===== src/rtl/tsg_pkg.sv =====
`timescale 1ns / 1ps
// ---------------------------------------------------------------------------
// Triangle span generator package
// Shared types and result codes of the triangle span generator.
// ---------------------------------------------------------------------------
package tsg_pkg;

    // Result kinds carried on the result channel.
    localparam logic [1:0] KIND_PLANE = 2'd0;
    localparam logic [1:0] KIND_SPAN  = 2'd1;
    localparam logic [1:0] KIND_DONE  = 2'd2;

    localparam int IN_DATA_W  = 320;
    localparam int OUT_DATA_W = 384;

    // One queued request, already classified.
    typedef struct packed {
        logic             is_load;
        logic [31:0]      color;
        logic [8:0][31:0] coord;
    } item_t;

    // Request to the slope divider.
    typedef struct packed {
        logic        start;
        logic        neg;
        logic [31:0] num;
        logic [31:0] den;
    } div_req_t;

    // Answer from the slope divider.
    typedef struct packed {
        logic        done;
        logic [31:0] quot;
    } div_rsp_t;

endpackage


===== src/rtl/tsg_front.sv =====
`timescale 1ns / 1ps
// ---------------------------------------------------------------------------
// Triangle span generator front end
// Accepts requests, tags loads and span requests, and holds them in a
// two-entry queue for the back end.
// ---------------------------------------------------------------------------
module tsg_front (
    input  logic                         aclk,
    input  logic                         aresetn,
    input  logic                         s_tvalid,
    output logic                         s_tready,
    input  logic [tsg_pkg::IN_DATA_W-1:0] s_tdata,  // v0_x v0_y v0_z v1_x .. v2_z fill_color
    input  logic [0:0]                   s_tuser,  // func
    output tsg_pkg::item_t               head,
    output logic                         head_valid,
    input  logic                         head_pop
);

    tsg_pkg::item_t mem_reg [2];
    logic           wr_ptr_reg;
    logic           rd_ptr_reg;
    logic [1:0]     cnt_reg;
    tsg_pkg::item_t in_item;
    logic           push;
    logic           pop;

    // Classify the incoming request.
    always_comb begin
        in_item.is_load = ~s_tuser[0];
        in_item.color   = s_tdata[319:288];
        in_item.coord   = s_tdata[287:0];
    end

    assign s_tready   = (cnt_reg != 2'd2);
    assign head_valid = (cnt_reg != 2'd0);
    assign head       = mem_reg[rd_ptr_reg];
    assign push       = s_tvalid & s_tready;
    assign pop        = head_pop & head_valid;

    // Queue storage.
    always_ff @(posedge aclk) begin
        if (push) begin
            mem_reg[wr_ptr_reg] <= in_item;
        end
    end

    // Queue pointers and fill level.
    always_ff @(posedge aclk) begin
        if (!aresetn) begin
            wr_ptr_reg <= 1'b0;
            rd_ptr_reg <= 1'b0;
            cnt_reg    <= 2'd0;
        end else begin
            if (push) begin
                wr_ptr_reg <= ~wr_ptr_reg;
            end
            if (pop) begin
                rd_ptr_reg <= ~rd_ptr_reg;
            end
            case ({push, pop})
                2'b10:   cnt_reg <= cnt_reg + 2'd1;
                2'b01:   cnt_reg <= cnt_reg - 2'd1;
                default: cnt_reg <= cnt_reg;
            endcase
        end
    end

endmodule


===== config.mk =====
export PLATFORM = sky130hd
export DESIGN_NAME = tsg_front
export DESIGN_NICKNAME = d
export VERILOG_FILES = /design/src/rtl/tsg_pkg.sv /design/src/rtl/tsg_front.sv
export SDC_FILE = /design/constraint.sdc
export NUM_CORES = 1
export LEC_CHECK = 0
export ABC_AREA = 1
export BUFFER_PORTS_ARGS = -buffer_cell sky130_fd_sc_hd__buf_2
export CORE_ASPECT_RATIO = 0.5
export CORE_UTILIZATION = 30
export DETAILED_ROUTE_END_ITERATION = 10
export GPL_ROUTABILITY_DRIVEN = 0
export PLACE_DENSITY = 0.53
export SETUP_SLACK_MARGIN = 0.05
export SYNTH_ARGS = -nofsm -noshare
export SYNTH_HDL_FRONTEND = slang
export SYNTH_SLANG_ARGS = --single-unit

===== constraint.sdc =====
create_clock -name aclk -period 19.7 [get_ports aclk]
set_input_delay 0.985 -clock aclk [delete_from_list [all_inputs] [get_ports aclk]]
set_output_delay 0.985 -clock aclk [all_outputs]
set_load 0.005 [all_outputs]

==> Yosys cells after proc, flatten, opt, wreduce, memory -nomap -nowiden <==
Memories as Yosys holds them, arrays and structs flattened. A register that Yosys moved wholly into a read port is not among the register bits.
Cells that the tools add are included.
{ "classes": {"n_addsub": 2, "mul": 0, "div": 0, "n_lt_le_gt_ge": 0, "eq_ne": 3, "shifts": 0, "n_mux": 5, "bitwise_logic": 5, "n_reduce_logical": 2} }
{ "ops": {"columns": ["cell", "count"], "rows": [
  ["1-bit two-way mux", 4],
  ["2-bit case mux with 2 select lines", 1],
  ["2-bit nonzero test", 2],
  ["1-bit NOT", 3],
  ["2-bit by 1-bit adder with 2-bit output, second input constant", 1],
  ["1-bit AND", 2],
  ["2-bit by 1-bit equality test with 1-bit output, second input constant", 1],
  ["2-bit equality test, second input constant", 1],
  ["2-bit != test, second input constant", 1],
  ["2-bit by 1-bit subtractor with 2-bit output, second input constant", 1]
]} }
{ "totals": {"regBits": 4, "latchBits": 0, "ram_bits": 642, "romBits": 0, "input_bits": 325, "elab_cells": 21, "n_memories": 1} }
{ "mem_list": {"columns": ["name", "words", "word_bits", "read_ports", "rd_clocked_by_memory_dff", "wr", "line", "text"], "rows": [
  ["mem_reg", 2, 321, 1, 1, 1, "tsg_front.sv:19", "tsg_pkg::item_t mem_reg [2];"]
]} }

==> Logic depth before layout (Yosys ltp) <==
{ "depth": {"ltp_word": 4, "ltp_mapped": 9, "mapped_depth_nobuf": 9} }

==> Worst setup path before layout <==
OpenSTA, ideal clock, no wires.
{ "synth_timing": {"path_kind": "in2reg", "start": "input port s_tvalid", "end": "memory mem_reg[1][0] (netlist bit), enable pin", "arrival_time_ps": 14402, "slack_ps": 4287, "stages": 2, "path_buffers": 0, "cell_sequence": "nand2_1 -> nor2_1"} }
{ "synth_between": {"elab_chain_len": 3} }
{ "synth_lines": {"columns": ["item", "line", "text"], "rows": [
  ["start, declared", "tsg_front.sv:10", "input logic s_tvalid,"],
  ["1-bit AND", "tsg_front.sv:37", "assign push = s_tvalid & s_tready;"],
  ["1-bit two-way mux", "tsg_front.sv:42", "if (push) begin"],
  ["1-bit two-way mux (not written as such)", "tsg_front.sv:43", "mem_reg[wr_ptr_reg] <= in_item;"],
  ["end, declared", "tsg_front.sv:19", null]
]} }
No other way between the ends.

==> results.toml <==
[placed_design]
placed_cell_area_mm2 = 0.0290
place_ws_ns = 14.74
place_inst = 2761
post-dp-hpwl_um = 44100
port_buffers = 647

[die]
coreArea_mm2 = 0.0818
io_pins = 648
die_w_um = 409
num_rows = 74
die_h_um = 205
start_util_pct = 30.4
die_area_mm2 = 0.0840

[setup_path]
critPathRequiredTime_ns = 18.72
endpoint_kind = "primary output"
rrSetupSlack_ns = 15.47
worstPathMaxFanout = 115
crit_type = "reg -> out"
startpoint_type = "flip-flop"
worst_ep_arrival_time_ns = 3.78

[drt]
vias_per_cell = 4.21
wirelength_met1_um = 22100
ant_nets = 0
drtPass1Iterations = 7
remaining_drc_errors = 4
wl_per_cell_um = 21.6
num_vias = 12200
wl_met3_um = 2240
highest_layer = "met5"
wl_um = 62400
wl_met2_um = 36300
drt-initial-drc-count = 645

[final_layout]
syn_to_final_growth_pct = 24.6
largest_register_ffs = 642
final_core_util_pct = 37.9
nets = 2047
final_cells = 2886
drive_gt1_share_pct = 60.4
fin_area_mm2 = 0.0309

[sta]
hold_violations = 0
slew_violations = 0
finalSetupViolations = 0
fmax_mhz = 210
worst_slack_ns = 14.93
relSlewSlack_pct = 26.7
fin_tns_setup_ns = 0
hold_slack_ns = 0.492
fin_crit_ns = 4.77
skew_ns = 0.0256
post-route-period-util_pct = 24.2
worst_pin_slew_ns = 1.10
grt_setup_unrepaired = "false"

[clock_tree]
ctsResizeCount = 0
cts_tree = "built"
clk_pin_slew_ns = 0.06
clkLatencyLatePin_ns = 0.62
cts_sinks = 647
cts_setup_buffers = 0
cts_inserted_buffers = 60
clock_path_buffers = 3
cts_max_level = 2
clockRootBuffer = "clkbuf_16"
hold_buffers = 0

[global_route]
grt_overflow = 0
grt_usage_pct = 14.0
grt_pass1_vias = 11900
grt_pass1_wl_um = 83900
antenna_found_initial = 15
grt_max_degree = 152

[synthesis]
ys_warn_count = 0
seq_area_frac_synth_pct = 78.0
synth_seq_cells = 647
syn_nets = 1362
synth_common_cells = "642 x edfxtp_1, 290 x mux2_4, 31 x mux2_2, 22 x buf_12"
synth-simple-area-share_pct = 0.348
synth_top_area_cell = "edfxtp_1"
ys_types = 17
netlist_area_mm2 = 0.0248
async_flop_share_pct = 0
synth_top_family_by_area = "multiplexers"
yosysMostFrequentCell = "edfxtp_1"
synth_compound_area_share_pct = 0.0705
synthAdderAreaFrac_pct = 0.0504
syn_area_per_cell_um2 = 24.0
synth_edf_count = 642
synthTopCellsByArea = "edfxtp_1 78%, mux2_4 18%, buf_12 1.8%, mux2_2 1.4%, buf_8 0.60%"
syn_inst = 1036
synth-main-ff-cell = "edfxtp_1"
synthDominantCellAreaShare_pct = 77.6
synth_xor_area_share_pct = 0
muxShareOfSynthArea_pct = 18.9

[pwr]
finalPower_mw = 3.60
peakVddDrop_v = 0.0000715
cellPowerDensity_mw_per_mm2 = 116
p_leak_nw = 11.9

[outcome]
status = "finished with violations"
violations = "DRC"

[job]
maxCapViolations = 0

[min_path]
hold_class = "reg -> reg"
==> placed cells by master, fill, tap and decap left out <==
cell          n
buf_2       647
edfxtp_1    642
mux2_4      290
clkbuf_16    60
mux2_2       31
diode_2      16
clkbuf_1     13
clkinv_1     12
nand2_1      10
clkinv_2     10
buf_4         9
nor2_1        8
inv_1         6
bufinv_16     6
dfxtp_1       4
buf_12        3
nor2_4        2
clkinvlp_4    2
clkinv_4      2
inv_6         2
o21a_1        1
nand3_1       1
o21ai_0       1
a21oi_1       1
nand4_1       1
ha_1          1
dfxtp_4       1
inv_16        1
clkinv_16     1
==> where the power goes <==
part | total [mW] | internal (mW) | switching [mW]
clock network | 1.16 | 0.641 | 0.519
registers | 1.73 | 1.69 | 0.0377
logic | 0.713 | 0.363 | 0.350
total | 3.60 | 2.69 | 0.907
==> cell families after synthesis <==
kind of cell               Yosys count
muxes                              321
AOI/OAI and AO/OA                    3
DFF                                647
adders and majority gates            1
buffers and inverters               42
and+or+nand+nor                     22
==> critical path, stage by stage (launching register included) <==
cell	delay [ns]
dfxtp_4	0.67
buf_12	0.58
buf_4	0.95
mux2_4	0.36
buf_2	0.14
==> cell type report <==
| type | count | area (µm²) |
|---|---|---|
| Timing Repair Buffer | 659 | 3370 |
| Tap cell | 1102 | 1380 |
| Fill cell | 7632 | 50800 |
| Clock buffer | 73 | 1550 |
| Inverter | 6 | 22.5 |
| Antenna cell | 16 | 40.0 |
| Sequential cell | 647 | 19400 |
| Multi-Input combinational cell | 347 | 4830 |
| Clock inverter | 36 | 375 |
==> worst paths after layout <==
check | start | endpoint | cells past startpoint
max | flip-flop | head[111] | 4
min reg2reg | rd_ptr_reg$_SDFFE_PN0P_ | rd_ptr_reg$_SDFFE_PN0P_ | 2
min | rd_ptr_reg$_SDFFE_PN0P_ | rd_ptr_reg$_SDFFE_PN0P_ | 2
max reg2reg | cnt_reg[0]$_SDFFE_PN0P_ | mem_reg[0][105]$_DFFE_PP_ | 7
==> layer usage <==
layer  global-route usage, %  vias up
li1                        -     5527
met1                    14.8     6311
met2                    27.2      208
met3                    2.88      104
met4                    5.11        4
met5                       0        -
Note: power is estimated with default switching activity, not from simulation.
