## src/rtl/tsg_pkg.sv

```systemverilog
`timescale 1ns / 1ps
// ---------------------------------------------------------------------------
// Triangle span generator package
// Shared types and result codes of the triangle span generator.
// ---------------------------------------------------------------------------
package tsg_pkg;

    // Result kinds carried on the result channel.
    localparam logic [1:0] KIND_PLANE = 2'd0;
    localparam logic [1:0] KIND_SPAN  = 2'd1;
    localparam logic [1:0] KIND_DONE  = 2'd2;

    localparam int IN_DATA_W  = 320;
    localparam int OUT_DATA_W = 384;

    // One queued request, already classified.
    typedef struct packed {
        logic             is_load;
        logic [31:0]      color;
        logic [8:0][31:0] coord;
    } item_t;

    // Request to the slope divider.
    typedef struct packed {
        logic        start;
        logic        neg;
        logic [31:0] num;
        logic [31:0] den;
    } div_req_t;

    // Answer from the slope divider.
    typedef struct packed {
        logic        done;
        logic [31:0] quot;
    } div_rsp_t;

endpackage

```

## src/rtl/tsg_div.sv

```systemverilog
`timescale 1ns / 1ps
// ---------------------------------------------------------------------------
// Triangle span generator slope divider
// Radix-16 restoring divider for dx * 2^F / dy, truncated toward zero and
// saturated to 32 bits. Four quotient bits are produced per cycle.
// ---------------------------------------------------------------------------
module tsg_div #(
    parameter int COORD_FRAC_BITS = 16
) (
    input  logic              aclk,
    input  logic              aresetn,
    input  tsg_pkg::div_req_t req,
    output tsg_pkg::div_rsp_t rsp
);

    localparam int NW    = 32 + COORD_FRAC_BITS;
    localparam int NP    = ((NW + 3) / 4) * 4;
    localparam int STEPS = NP / 4;
    localparam int CW    = $clog2(STEPS + 1);

    logic          busy_reg;
    logic          done_reg;
    logic          neg_reg;
    logic [CW-1:0] cnt_reg;
    logic [31:0]   den_reg;
    logic [31:0]   rem_reg;
    logic [NP-1:0] quo_reg;
    logic [31:0]   rem_step;
    logic [NP-1:0] quo_step;

    // Four restoring steps per cycle.
    always_comb begin
        logic [32:0] r2;
        logic        qbit;
        rem_step = rem_reg;
        quo_step = quo_reg;
        for (int k = 0; k < 4; k++) begin
            r2   = {rem_step, quo_step[NP-1]};
            qbit = (r2 >= {1'b0, den_reg});
            if (qbit) begin
                rem_step = 32'(r2 - {1'b0, den_reg});
            end else begin
                rem_step = r2[31:0];
            end
            quo_step = {quo_step[NP-2:0], qbit};
        end
    end

    // Sign and saturate the finished quotient.
    always_comb begin
        rsp.done = done_reg;
        if (neg_reg) begin
            if (quo_reg > NP'(64'h8000_0000)) begin
                rsp.quot = 32'h8000_0000;
            end else begin
                rsp.quot = 32'(~quo_reg[31:0] + 32'd1);
            end
        end else begin
            if (quo_reg > NP'(64'h7FFF_FFFF)) begin
                rsp.quot = 32'h7FFF_FFFF;
            end else begin
                rsp.quot = quo_reg[31:0];
            end
        end
    end

    // Iteration control and datapath.
    always_ff @(posedge aclk) begin
        if (!aresetn) begin
            busy_reg <= 1'b0;
            done_reg <= 1'b0;
            cnt_reg  <= '0;
        end else begin
            done_reg <= 1'b0;
            if (req.start) begin
                busy_reg <= 1'b1;
                cnt_reg  <= CW'(STEPS);
                neg_reg  <= req.neg;
                den_reg  <= req.den;
                rem_reg  <= '0;
                quo_reg  <= NP'({req.num, {COORD_FRAC_BITS{1'b0}}});
            end else if (busy_reg) begin
                rem_reg <= rem_step;
                quo_reg <= quo_step;
                cnt_reg <= cnt_reg - CW'(1);
                if (cnt_reg == CW'(1)) begin
                    busy_reg <= 1'b0;
                    done_reg <= 1'b1;
                end
            end
        end
    end

endmodule

```

## config.mk

```make
export PLATFORM = sky130hd
export DESIGN_NAME = tsg_div
export DESIGN_NICKNAME = d
export VERILOG_FILES = /design/src/rtl/tsg_pkg.sv /design/src/rtl/tsg_div.sv
export SDC_FILE = /design/constraint.sdc
export NUM_CORES = 1
export LEC_CHECK = 0
export ABC_AREA = 1
export BUFFER_PORTS_ARGS = -buffer_cell sky130_fd_sc_hd__buf_2
export CORE_ASPECT_RATIO = 0.5
export CORE_MARGIN = 4
export CORE_UTILIZATION = 57
export CTS_CLUSTER_DIAMETER = 30
export DETAILED_ROUTE_END_ITERATION = 7
export HOLD_SLACK_MARGIN = 0.05
export PLACE_DENSITY = 0.79
export SLEW_MARGIN = 25
export SYNTH_ARGS = -nofsm -noshare
export SYNTH_HDL_FRONTEND = slang
export SYNTH_SLANG_ARGS = --single-unit
```

## constraint.sdc

```tcl
create_clock -name aclk -period 8.2 [get_ports aclk]
set_input_delay 0.41 -clock aclk [delete_from_list [all_inputs] [get_ports aclk]]
set_output_delay 0.41 -clock aclk [all_outputs]
set_load 0.02 [all_outputs]
```

==> summary.md, run 1 <==
| Metric | Value |
|---|---|
| Io pins | 101 |
| Error | [ERROR GRT-0232] Routing congestion too high. Check the congestion heatmap in the GUI. |
| Last stage | global routing (5_1_grt) |
| Largest cells by area after synthesis | edfxtp_1 (23%), nand2_1 (17%), ha_1 (11%), inv_1 (8.8%), o21ai_0 (6.6%) |
| Top_reg_cell synth | edfxtp_1 |
| Synth warn | 0 |
| Row cnt | 41 |
| Clk sinks | 119 |
| CTS H-tree depth | 4 |
| Register area share after synthesis | 23.64% |
| Largest net degree at the start of global routing | 107 |
| Total GRT Usage | 99.52% |
| #FFs+latches synth | 119 |
| Mapped Area | approximately 15000 um2 |
| CTS root buf | clkbuf_16 |
| Synth async-reset ratio | 0% |
| Clock Tree Buf Depth | 2 |
| Post-synth top area share | 22.83% |
| Worst ep type | register data pin |
| Worst EP post-GRT repair | rem_reg[28]$_SDFFCE_PP0P_/D |
| Chip width | 236.4 um |
| Grt ovf | 2477 |
| Gpl congestion | 1.150 |
| CTS Hold Bufs | 0 |
| Status | did not finish |
| Starting Density | 58.41% |
| Post-synthesis instance total | 2315 |
| Die Y | roughly 120 um |
| Distinct cells, synth | 52 |
| Setup Slack @ Placement | -959.9 ps |
| Post-synthesis average cell area | roughly 6.4 um2 |
| Post-DP HPWL | 54140 um |
| Syn Nets | 2518 |
| Post-synth EDFFs | 113 |
| TritonCTS Buffers | 17 |
| Yosys top cell by area | edfxtp_1 |
| Buffers on Ports | 100 |
==> cells in the mapped netlist (all sizes together), types with 4 or more instances <==
| master | number |
|---|---|
| nand3 | 124 |
| o21ai | 203 |
| inv | 364 |
| dfxtp | 6 |
| buf | 26 |
| a221oi | 5 |
| o221ai | 7 |
| nand4 | 36 |
| nand3b | 9 |
| nor4 | 18 |
| o21a | 10 |
| nand2 | 672 |
| a21oi | 143 |
| clkbuf | 22 |
| a21boi | 6 |
| nor2 | 220 |
| edfxtp | 113 |
| nor3 | 18 |
| xor2 | 61 |
| a31oi | 4 |
| a21o | 14 |
| fa | 4 |
| o21bai | 12 |
| ha | 131 |
| xnor2 | 58 |
| or2 | 12 |
==> per-layer routing <==
layer  GRT overflow  track usage [%]
met5              5            63.30
met4            561            112.0
met3             41            78.04
met2           1808            129.6
met1             62            87.48
==> stage by stage <==
step	util (%)	instance area [um2]	std cells	setup TNS [ps]
CTS	85.18	21670	3412	-13410
detailed placement	80.98	20610	3367	-26390
global placement	80.98	20610	3367	-21380
floorplan	-	14860	2315	0
==> cell families after synthesis <==
family          share of synthesized area [%]
compound gates                          15.54
xor+xnor                                7.013
fa+ha+maj                               11.57
buf+inv                                 10.82
flops                                   23.64
simple gates                            31.42
==> what timing repair did <==
action                                 4_1_cts
buffers inserted                             9
cloned                                       4
gates resized for setup                    100
pin swaps                                    9
setup endpoints to repair                   33
endpoints found under the hold margin        0
==> inputs of run 2 (changes only) <==
--- a/config.mk
+++ b/config.mk
@@ -7,13 +7,10 @@
 export LEC_CHECK = 0
 export ABC_AREA = 1
 export BUFFER_PORTS_ARGS = -buffer_cell sky130_fd_sc_hd__buf_2
-export CORE_ASPECT_RATIO = 0.5
 export CORE_MARGIN = 4
-export CORE_UTILIZATION = 57
-export CTS_CLUSTER_DIAMETER = 30
+export CORE_UTILIZATION = 40
 export DETAILED_ROUTE_END_ITERATION = 7
-export HOLD_SLACK_MARGIN = 0.05
-export PLACE_DENSITY = 0.79
+export PLACE_DENSITY_LB_ADDON = 0.15
 export SLEW_MARGIN = 25
 export SYNTH_ARGS = -nofsm -noshare
 export SYNTH_HDL_FRONTEND = slang
==> constraint.sdc (replaced) <==
create_clock -name aclk -period 10.7 [get_ports aclk]
set_input_delay 0.535 -clock aclk [delete_from_list [all_inputs] [get_ports aclk]]
set_output_delay 0.535 -clock aclk [all_outputs]
set_load 0.02 [all_outputs]
==> summary.md, run 2 <==
| Metric | Value |
|---|---|
| Most common cell after layout, fill and taps aside | nand2_1 |
| Total negative slack | 0 ps |
| Post-synth top cells | nand2_1 (669), inv_1 (350), nor2_1 (203), o21ai_0 (196), a21oi_1 (141) (unchanged) |
| Fin util | between 40% and 50% |
| Cell with the most instances after synthesis | nand2_1 (unchanged) |
| Max reg flops | 48 |
| Setup Slack @ Placement | 483.2 ps (was -959.9 ps) |
| Slew @ Worst Pin | 1016 ps |
| Syn Nets | 2518 (unchanged) |
| Mapped Area | 14860 um2 (unchanged) |
| Hold WC Path Type | input pin to flop |
| Register area share after synthesis | 23.64% (unchanged) |
| Critical path class | flop to flop |
| CP endpoint kind | flop |
| Worst r2r dst | rem_reg[22] |
| Most common cell on crit path | nand2_1 |
| Synth warn | 0 (unchanged) |
| Vias in the first global route | 15245 |
| Initial DRC Count | around 1600 |
| Insertion delay to the later sink of the worst-skew pair | between 400 and 500 ps |
| Max-cap viol count | 0 |
| Post-synthesis instance total | 2315 (unchanged) |
| Post-DP HPWL | 51030 um (was 54140 um) |
| Worst r2r src | den_reg[14] |
| Io pins | 101 (unchanged) |
| Worst setup SP type | flop |
| Status | finished clean (was did not finish) |
| Chip width | 200.8 um (was 236.4 um) |
| Largest cells by area after synthesis | edfxtp_1 (23%), nand2_1 (17%), ha_1 (11%), inv_1 (8.8%), o21ai_0 (6.6%) (unchanged) |
| Worst r2r path cells | a little over 50 |
| Min-delay src | req[14] |
| Final Slew Violations | 0 |
| Total wire length | 61840 um |
| Post-synthesis average cell area | 6.420 um2 (unchanged) |
| RSZ-0062 raised after global routing | false |
| CTS Hold Bufs | 0 (unchanged) |
| Gpl congestion | 1.068 (was 1.150) |
| Row cnt | 70 (was 41) |
| Total GRT Usage | 29.70% |
| Synth async-reset ratio | 0% (unchanged) |
| FMAX | 99.78 MHz |
| Layout cell share with drive strength beyond 1 | 10.91% |
| DRC Markers | 0 |
| Top_reg_cell synth | edfxtp_1 (unchanged) |
| DR vias | 16212 |
| Post-route minimum period | approximately 10000 ps |
| CP peak stage delay | 470 ps |
| Slew margin rel. | 32.26% |
| Crit path DAT | 10170 ps |
| Flop-to-flop setup slack | 680 ps |
| Buffers on Ports | 100 (unchanged) |
| CP max-delay cell | ha_2 |
| Hold Path Depth | 1 |
| CTS H-tree depth | 4 (unchanged) |
| TritonCTS Buffers | 17 (unchanged) |
| TritonRoute pass-1 iters | 5 |
| Clock transition time at the flip-flop clock pins of the worst setup and hold paths | 60 ps |
| Most frequent cells in the layout | nand2_1 (669), inv_1 (349), nor2_1 (203) |
| Critical Path Fanout Max | slightly below 60 |
| Clock Tree Buf Depth | 2 (unchanged) |
| First-pass GRT wire length | 92040 um |
| Worst Skew | 11.01 ps |
| #FFs+latches synth | 119 (unchanged) |
| Largest net degree at the start of global routing | 105 |
| CORE AREA | 36610 um2 |
| Final period util | 93.66% |
| Setup Viol. Count Final | 0 |
| Layout area overhead | 14.21% |
| Post-synth EDFFs | 113 (unchanged) |
| Antenna violations before repair | 1 |
| Die Y | 200.8 um (was 122.2 um) |
| Post-synth top area share | 22.83% (unchanged) |
| Yosys top cell by area | edfxtp_1 (unchanged) |
| Avg Vias per Cell | 5.509 |
| Post-route worst setup slack | around 680 ps |
| Nets | 2666 |
| Final hold viol count | 0 |
| Grt ovf | 0 |
| DR WL/cell | 21.01 um |
| Final instance area | 16970 um2 |
| WP data required | 10850 ps |
| Distinct cells, synth | 52 (unchanged) |
| Hold Path End | den_reg[14] |
| Full die area | 40300 um2 |
| Routed Antenna Nets | 0 |
| CTS tree | done |
| Clk sinks | 119 (unchanged) |
| Post-DP Area | 16310 um2 (was 20610 um2) |
| Starting Density | 40.59% (was 58.41%) |
| CTS root buf | clkbuf_16 (unchanged) |
==> run 2: cell counts after synthesis <==
Identical to the previous run, type by type.
==> run 2: stage by stage <==
step,instances,hold slack [ps]
after global routing,2942,270.6
final,2943,275.3
after CTS,2933,261.1
after floorplan,2315,458.5
after detailed placement,2903,483.0
after global placement,2903,480.1
==> run 2: how the worst max path moves through the flow <==
stage / start / to / slack (ps) / cells past startpoint
2_1_floorplan: quo_reg[47] / rem_reg[8] / 2900 / 65
3_3_place_gp: rem_reg[27] / rem_reg[2] / 310 / 60
3_5_place_dp: rem_reg[27] / rem_reg[18] / 480 / 61
4_1_cts: rem_reg[27] / rem_reg[8] / 440 / 60
5_1_grt: den_reg[14] / rem_reg[21] / 3 / 60
6_report: den_reg[14] / rem_reg[22] / 680 / 51
==> run 2: critical path, delay by kind of cell, from the launching register on <==
family,cells,cell delay [ps]
XOR/XNOR,2,510
flip-flops,1,380
adder cells (fa/ha/maj),4,1530
AND/OR/NAND/NOR,26,3360
AO/OA/AOI/OAI,12,2800
buffers and inverters,7,1120
==> run 2: layout make-up <==
cell class              instances  area, um2
diodes                          1      2.502
clock buffers                  19      432.9
clock inverters                11      110.1
fillers                      3920      19640
inverters                     365       1374
multi-input cells            1784       9791
flip-flops and latches        119       3513
well taps                     468      585.6
repair buffers                176       1165
==> run 2: cells by family after synthesis <==
family / after synthesis / synth area share, %
AOI/OAI and AO/OA: 417 / 15.54
adders and majority gates: 135 / 11.57
xor gates and xnor gates: 119 / 7.013
and+or+nand+nor: 1112 / 31.42
buffers and inverters: 413 / 10.82
DFF: 119 / 23.64
==> run 2: what timing repair did <==
item | in CTS | in global routing
resized for setup | 0 | 13
endpoints found under the setup margin | 0 | 33
setup buffers | 0 | 8
==> run 2: routing by layer <==
layer	routed length [um]	vias up	track usage (%)
li1	-	7860	-
met1	26670	7552	40.66
met2	26920	683	46.29
met3	4970	117	4.685
met4	3282	0	13.50
met5	0	-	0
Power of run 2 is not shown: default switching activity piles up to over one toggle a cycle in this logic, so the estimate is an artifact.
==> inputs of run 3 (changes only) <==
--- a/config.mk
+++ b/config.mk
@@ -10,7 +10,7 @@
 export CORE_MARGIN = 4
 export CORE_UTILIZATION = 40
 export DETAILED_ROUTE_END_ITERATION = 7
-export PLACE_DENSITY_LB_ADDON = 0.15
+export PLACE_DENSITY = 0.65
 export SLEW_MARGIN = 25
 export SYNTH_ARGS = -nofsm -noshare
 export SYNTH_HDL_FRONTEND = slang
==> constraint.sdc (replaced) <==
create_clock -name aclk -period 10.7 [get_ports aclk]
set_input_delay 2.14 -clock aclk [delete_from_list [all_inputs] [get_ports aclk]]
set_output_delay 2.14 -clock aclk [all_outputs]
set_load 0.02 [all_outputs]
==> summary.md, run 3 (same netlist as run 2, synthesis figures left out) <==
| Metric | Value |
|---|---|
| Status | finished clean (unchanged) |
| Worst Skew | 13.10 ps (was 11.01 ps) |
| CTS tree | done (unchanged) |
| Critical Path Fanout Max | 29 (was 59) |
| Antenna violations before repair | 0 (was 1) |
| Setup Slack @ Placement | 212.7 ps (was 483.2 ps) |
| Filler cell count | 3871 (was 3920) |
| Grt ovf | 0 (unchanged) |
| Most frequent cells in the layout | nand2_1 (667), inv_1 (348), nor2_1 (201) (was nand2_1 (669), inv_1 (349), nor2_1 (203)) |
| Starting Density | 40.59% (unchanged) |
| Clk sinks | 119 (unchanged) |
| Clock transition time at the flip-flop clock pins of the worst setup and hold paths | 60 ps (about the same) |
| RSZ-0062 raised after global routing | true (was false) |
| Gpl congestion | 1.056 (was 1.068) |
| Worst setup SP type | flop (unchanged) |
| Buffers on Ports | 100 (unchanged) |
| Setup Viol. Count Final | 0 (unchanged) |
| Hold WC Path Type | flop to flop (was input pin to flop) |
| Layout area overhead | 13.39% (was 14.21%) |
| Post-DP Area | 16180 um2 (was 16310 um2) |
| Crit path buffers/inverters | 10 (was 7) |
| Final instance area | 16850 um2 (was 16970 um2) |
| Insertion delay to the later sink of the worst-skew pair | 440 ps (was 430 ps) |
| Crit path DAT | 10170 ps (about the same) |
| DR WL/cell | 20.66 um (was 21.01 um) |
| Top delay family on crit path | simple AND/OR/NAND/NOR gates (unchanged) |
| Largest net degree at the start of global routing | 105 (unchanged) |
| First-pass GRT wire length | 91010 um (was 92040 um) |
| CTS H-tree depth | 4 (unchanged) |
| Routed length on met1 | 25800 um (was 26670 um) |
| Top layer reached by signal wires | met4 (unchanged) |
| TritonRoute pass-1 iters | 6 (was 5) |
| Initial DRC Count | 1520 (was 1596) |
| Avg Vias per Cell | 5.537 (was 5.509) |
| Slew margin rel. | 35.74% (was 32.26%) |
| Total wire length | 60520 um (was 61840 um) |
| Final period util | 93.57% (was 93.66%) |
| Max reg flops | 48 (unchanged) |
| TritonCTS Buffers | 17 (unchanged) |
| CTS root buf | clkbuf_16 (unchanged) |
| Total GRT Usage | 29.09% (was 29.70%) |
| Post-route worst setup slack | 688.1 ps (was 678.0 ps) |
| Most common cell after layout, fill and taps aside | nand2_1 (unchanged) |
| Routed wl met2 | 25750 um (was 26920 um) |
| Critical path class | flop to flop (unchanged) |
| Metal3 WL | 4645 um (was 4970 um) |
| Vias in the first global route | 15468 (was 15245) |
| Slew @ Worst Pin | 961.3 ps (was 1016 ps) |
| Critical Path Stages | 59 (was 51) |
| CORE AREA | 36610 um2 (unchanged) |
| Chip width | 200.8 um (unchanged) |
| Total negative slack | 0 ps (unchanged) |
| Most common cell on crit path | nand2_1 (unchanged) |
| CP max-delay cell | ha_2 (unchanged) |
| Final hold viol count | 0 (unchanged) |
| CTS Hold Bufs | 0 (unchanged) |
| Hold Path Depth | 2 (was 1) |
| Layout cell share with drive strength beyond 1 | 10.74% (was 10.91%) |
| Worst r2r path cells | 59 (was 51) |
| Full die area | 40300 um2 (unchanged) |
| Die Y | 200.8 um (unchanged) |
| DR vias | 16219 (was 16212) |
| Post-DP HPWL | 50090 um (was 51030 um) |
| FMAX | 99.88 MHz (was 99.78 MHz) |
| Routed Antenna Nets | 0 (unchanged) |
| Row cnt | 70 (unchanged) |
| WP data required | 10850 ps (about the same) |
| Final Slew Violations | 0 (unchanged) |
| DRC Markers | 0 (unchanged) |
| Cells after DPL | 2893 (was 2903) |
| Nets | 2650 (was 2666) |
| Io pins | 101 (unchanged) |
| CP endpoint kind | flop (unchanged) |
| Post-route minimum period | 10010 ps (was 10020 ps) |
| CP peak stage delay | 460 ps (was 470 ps) |
| Max-cap viol count | 0 (unchanged) |
| Clock Tree Buf Depth | 2 (unchanged) |
| Layout Cells excl Fill | 2929 (was 2943) |
[run 3: layout make-up]
class                           instances  area [um2]  area share, %
Multi-Input combinational cell       1783        9832          58.35
Inverter                              365        1378          8.175
Clock buffer                           20       436.7          2.591
Sequential cell                       119        3513          20.85
Antenna cell                            2       5.005        0.02970
Clock inverter                         11       108.9         0.6460
Timing Repair Buffer                  161       992.2          5.888
Tap cell                              468       585.6          3.475
[run 3: per-layer routing]
metal | vias up | global-route usage, %
met5 | - | 0
met4 | 0 | 17.99
met3 | 156 | 4.071
met2 | 766 | 44.47
met1 | 7447 | 38.94
li1 | 7850 | -
[run 3: final timing paths]
kind	from	to	slack (ps)
setup / recovery	den_reg[6]	rem_reg[21]	690
hold / removal	cnt_reg[0]	cnt_reg[0]	490
setup reg to reg	den_reg[6]	rem_reg[21]	690
hold reg to reg	cnt_reg[0]	cnt_reg[0]	490
[run 3: worst reg2reg max path: cells and delay by family, from the launching register on]
kind | cells | cell delay, ps
compound gates | 12 | 2460
buf+inv | 10 | 1650
flops | 1 | 370
fa+ha+maj | 4 | 1500
xor+xnor | 1 | 450
simple gates | 32 | 3280
[run 3: metrics by stage]
stage	utilization [%]	hold slack, ps
2_1_floorplan	-	458.5
3_3_place_gp	44.17	474.4
3_5_place_dp	44.18	486.2
4_1_cts	45.67	494.3
5_1_grt	46.02	516.2
6_report	46.03	488.5
[run 3: what timing repair did]
item | in CTS | in global routing
resized for setup | 0 | 36
buffers inserted | 0 | 3
setup endpoints to repair | 0 | 33
Power of run 3 is left out for the same reason.
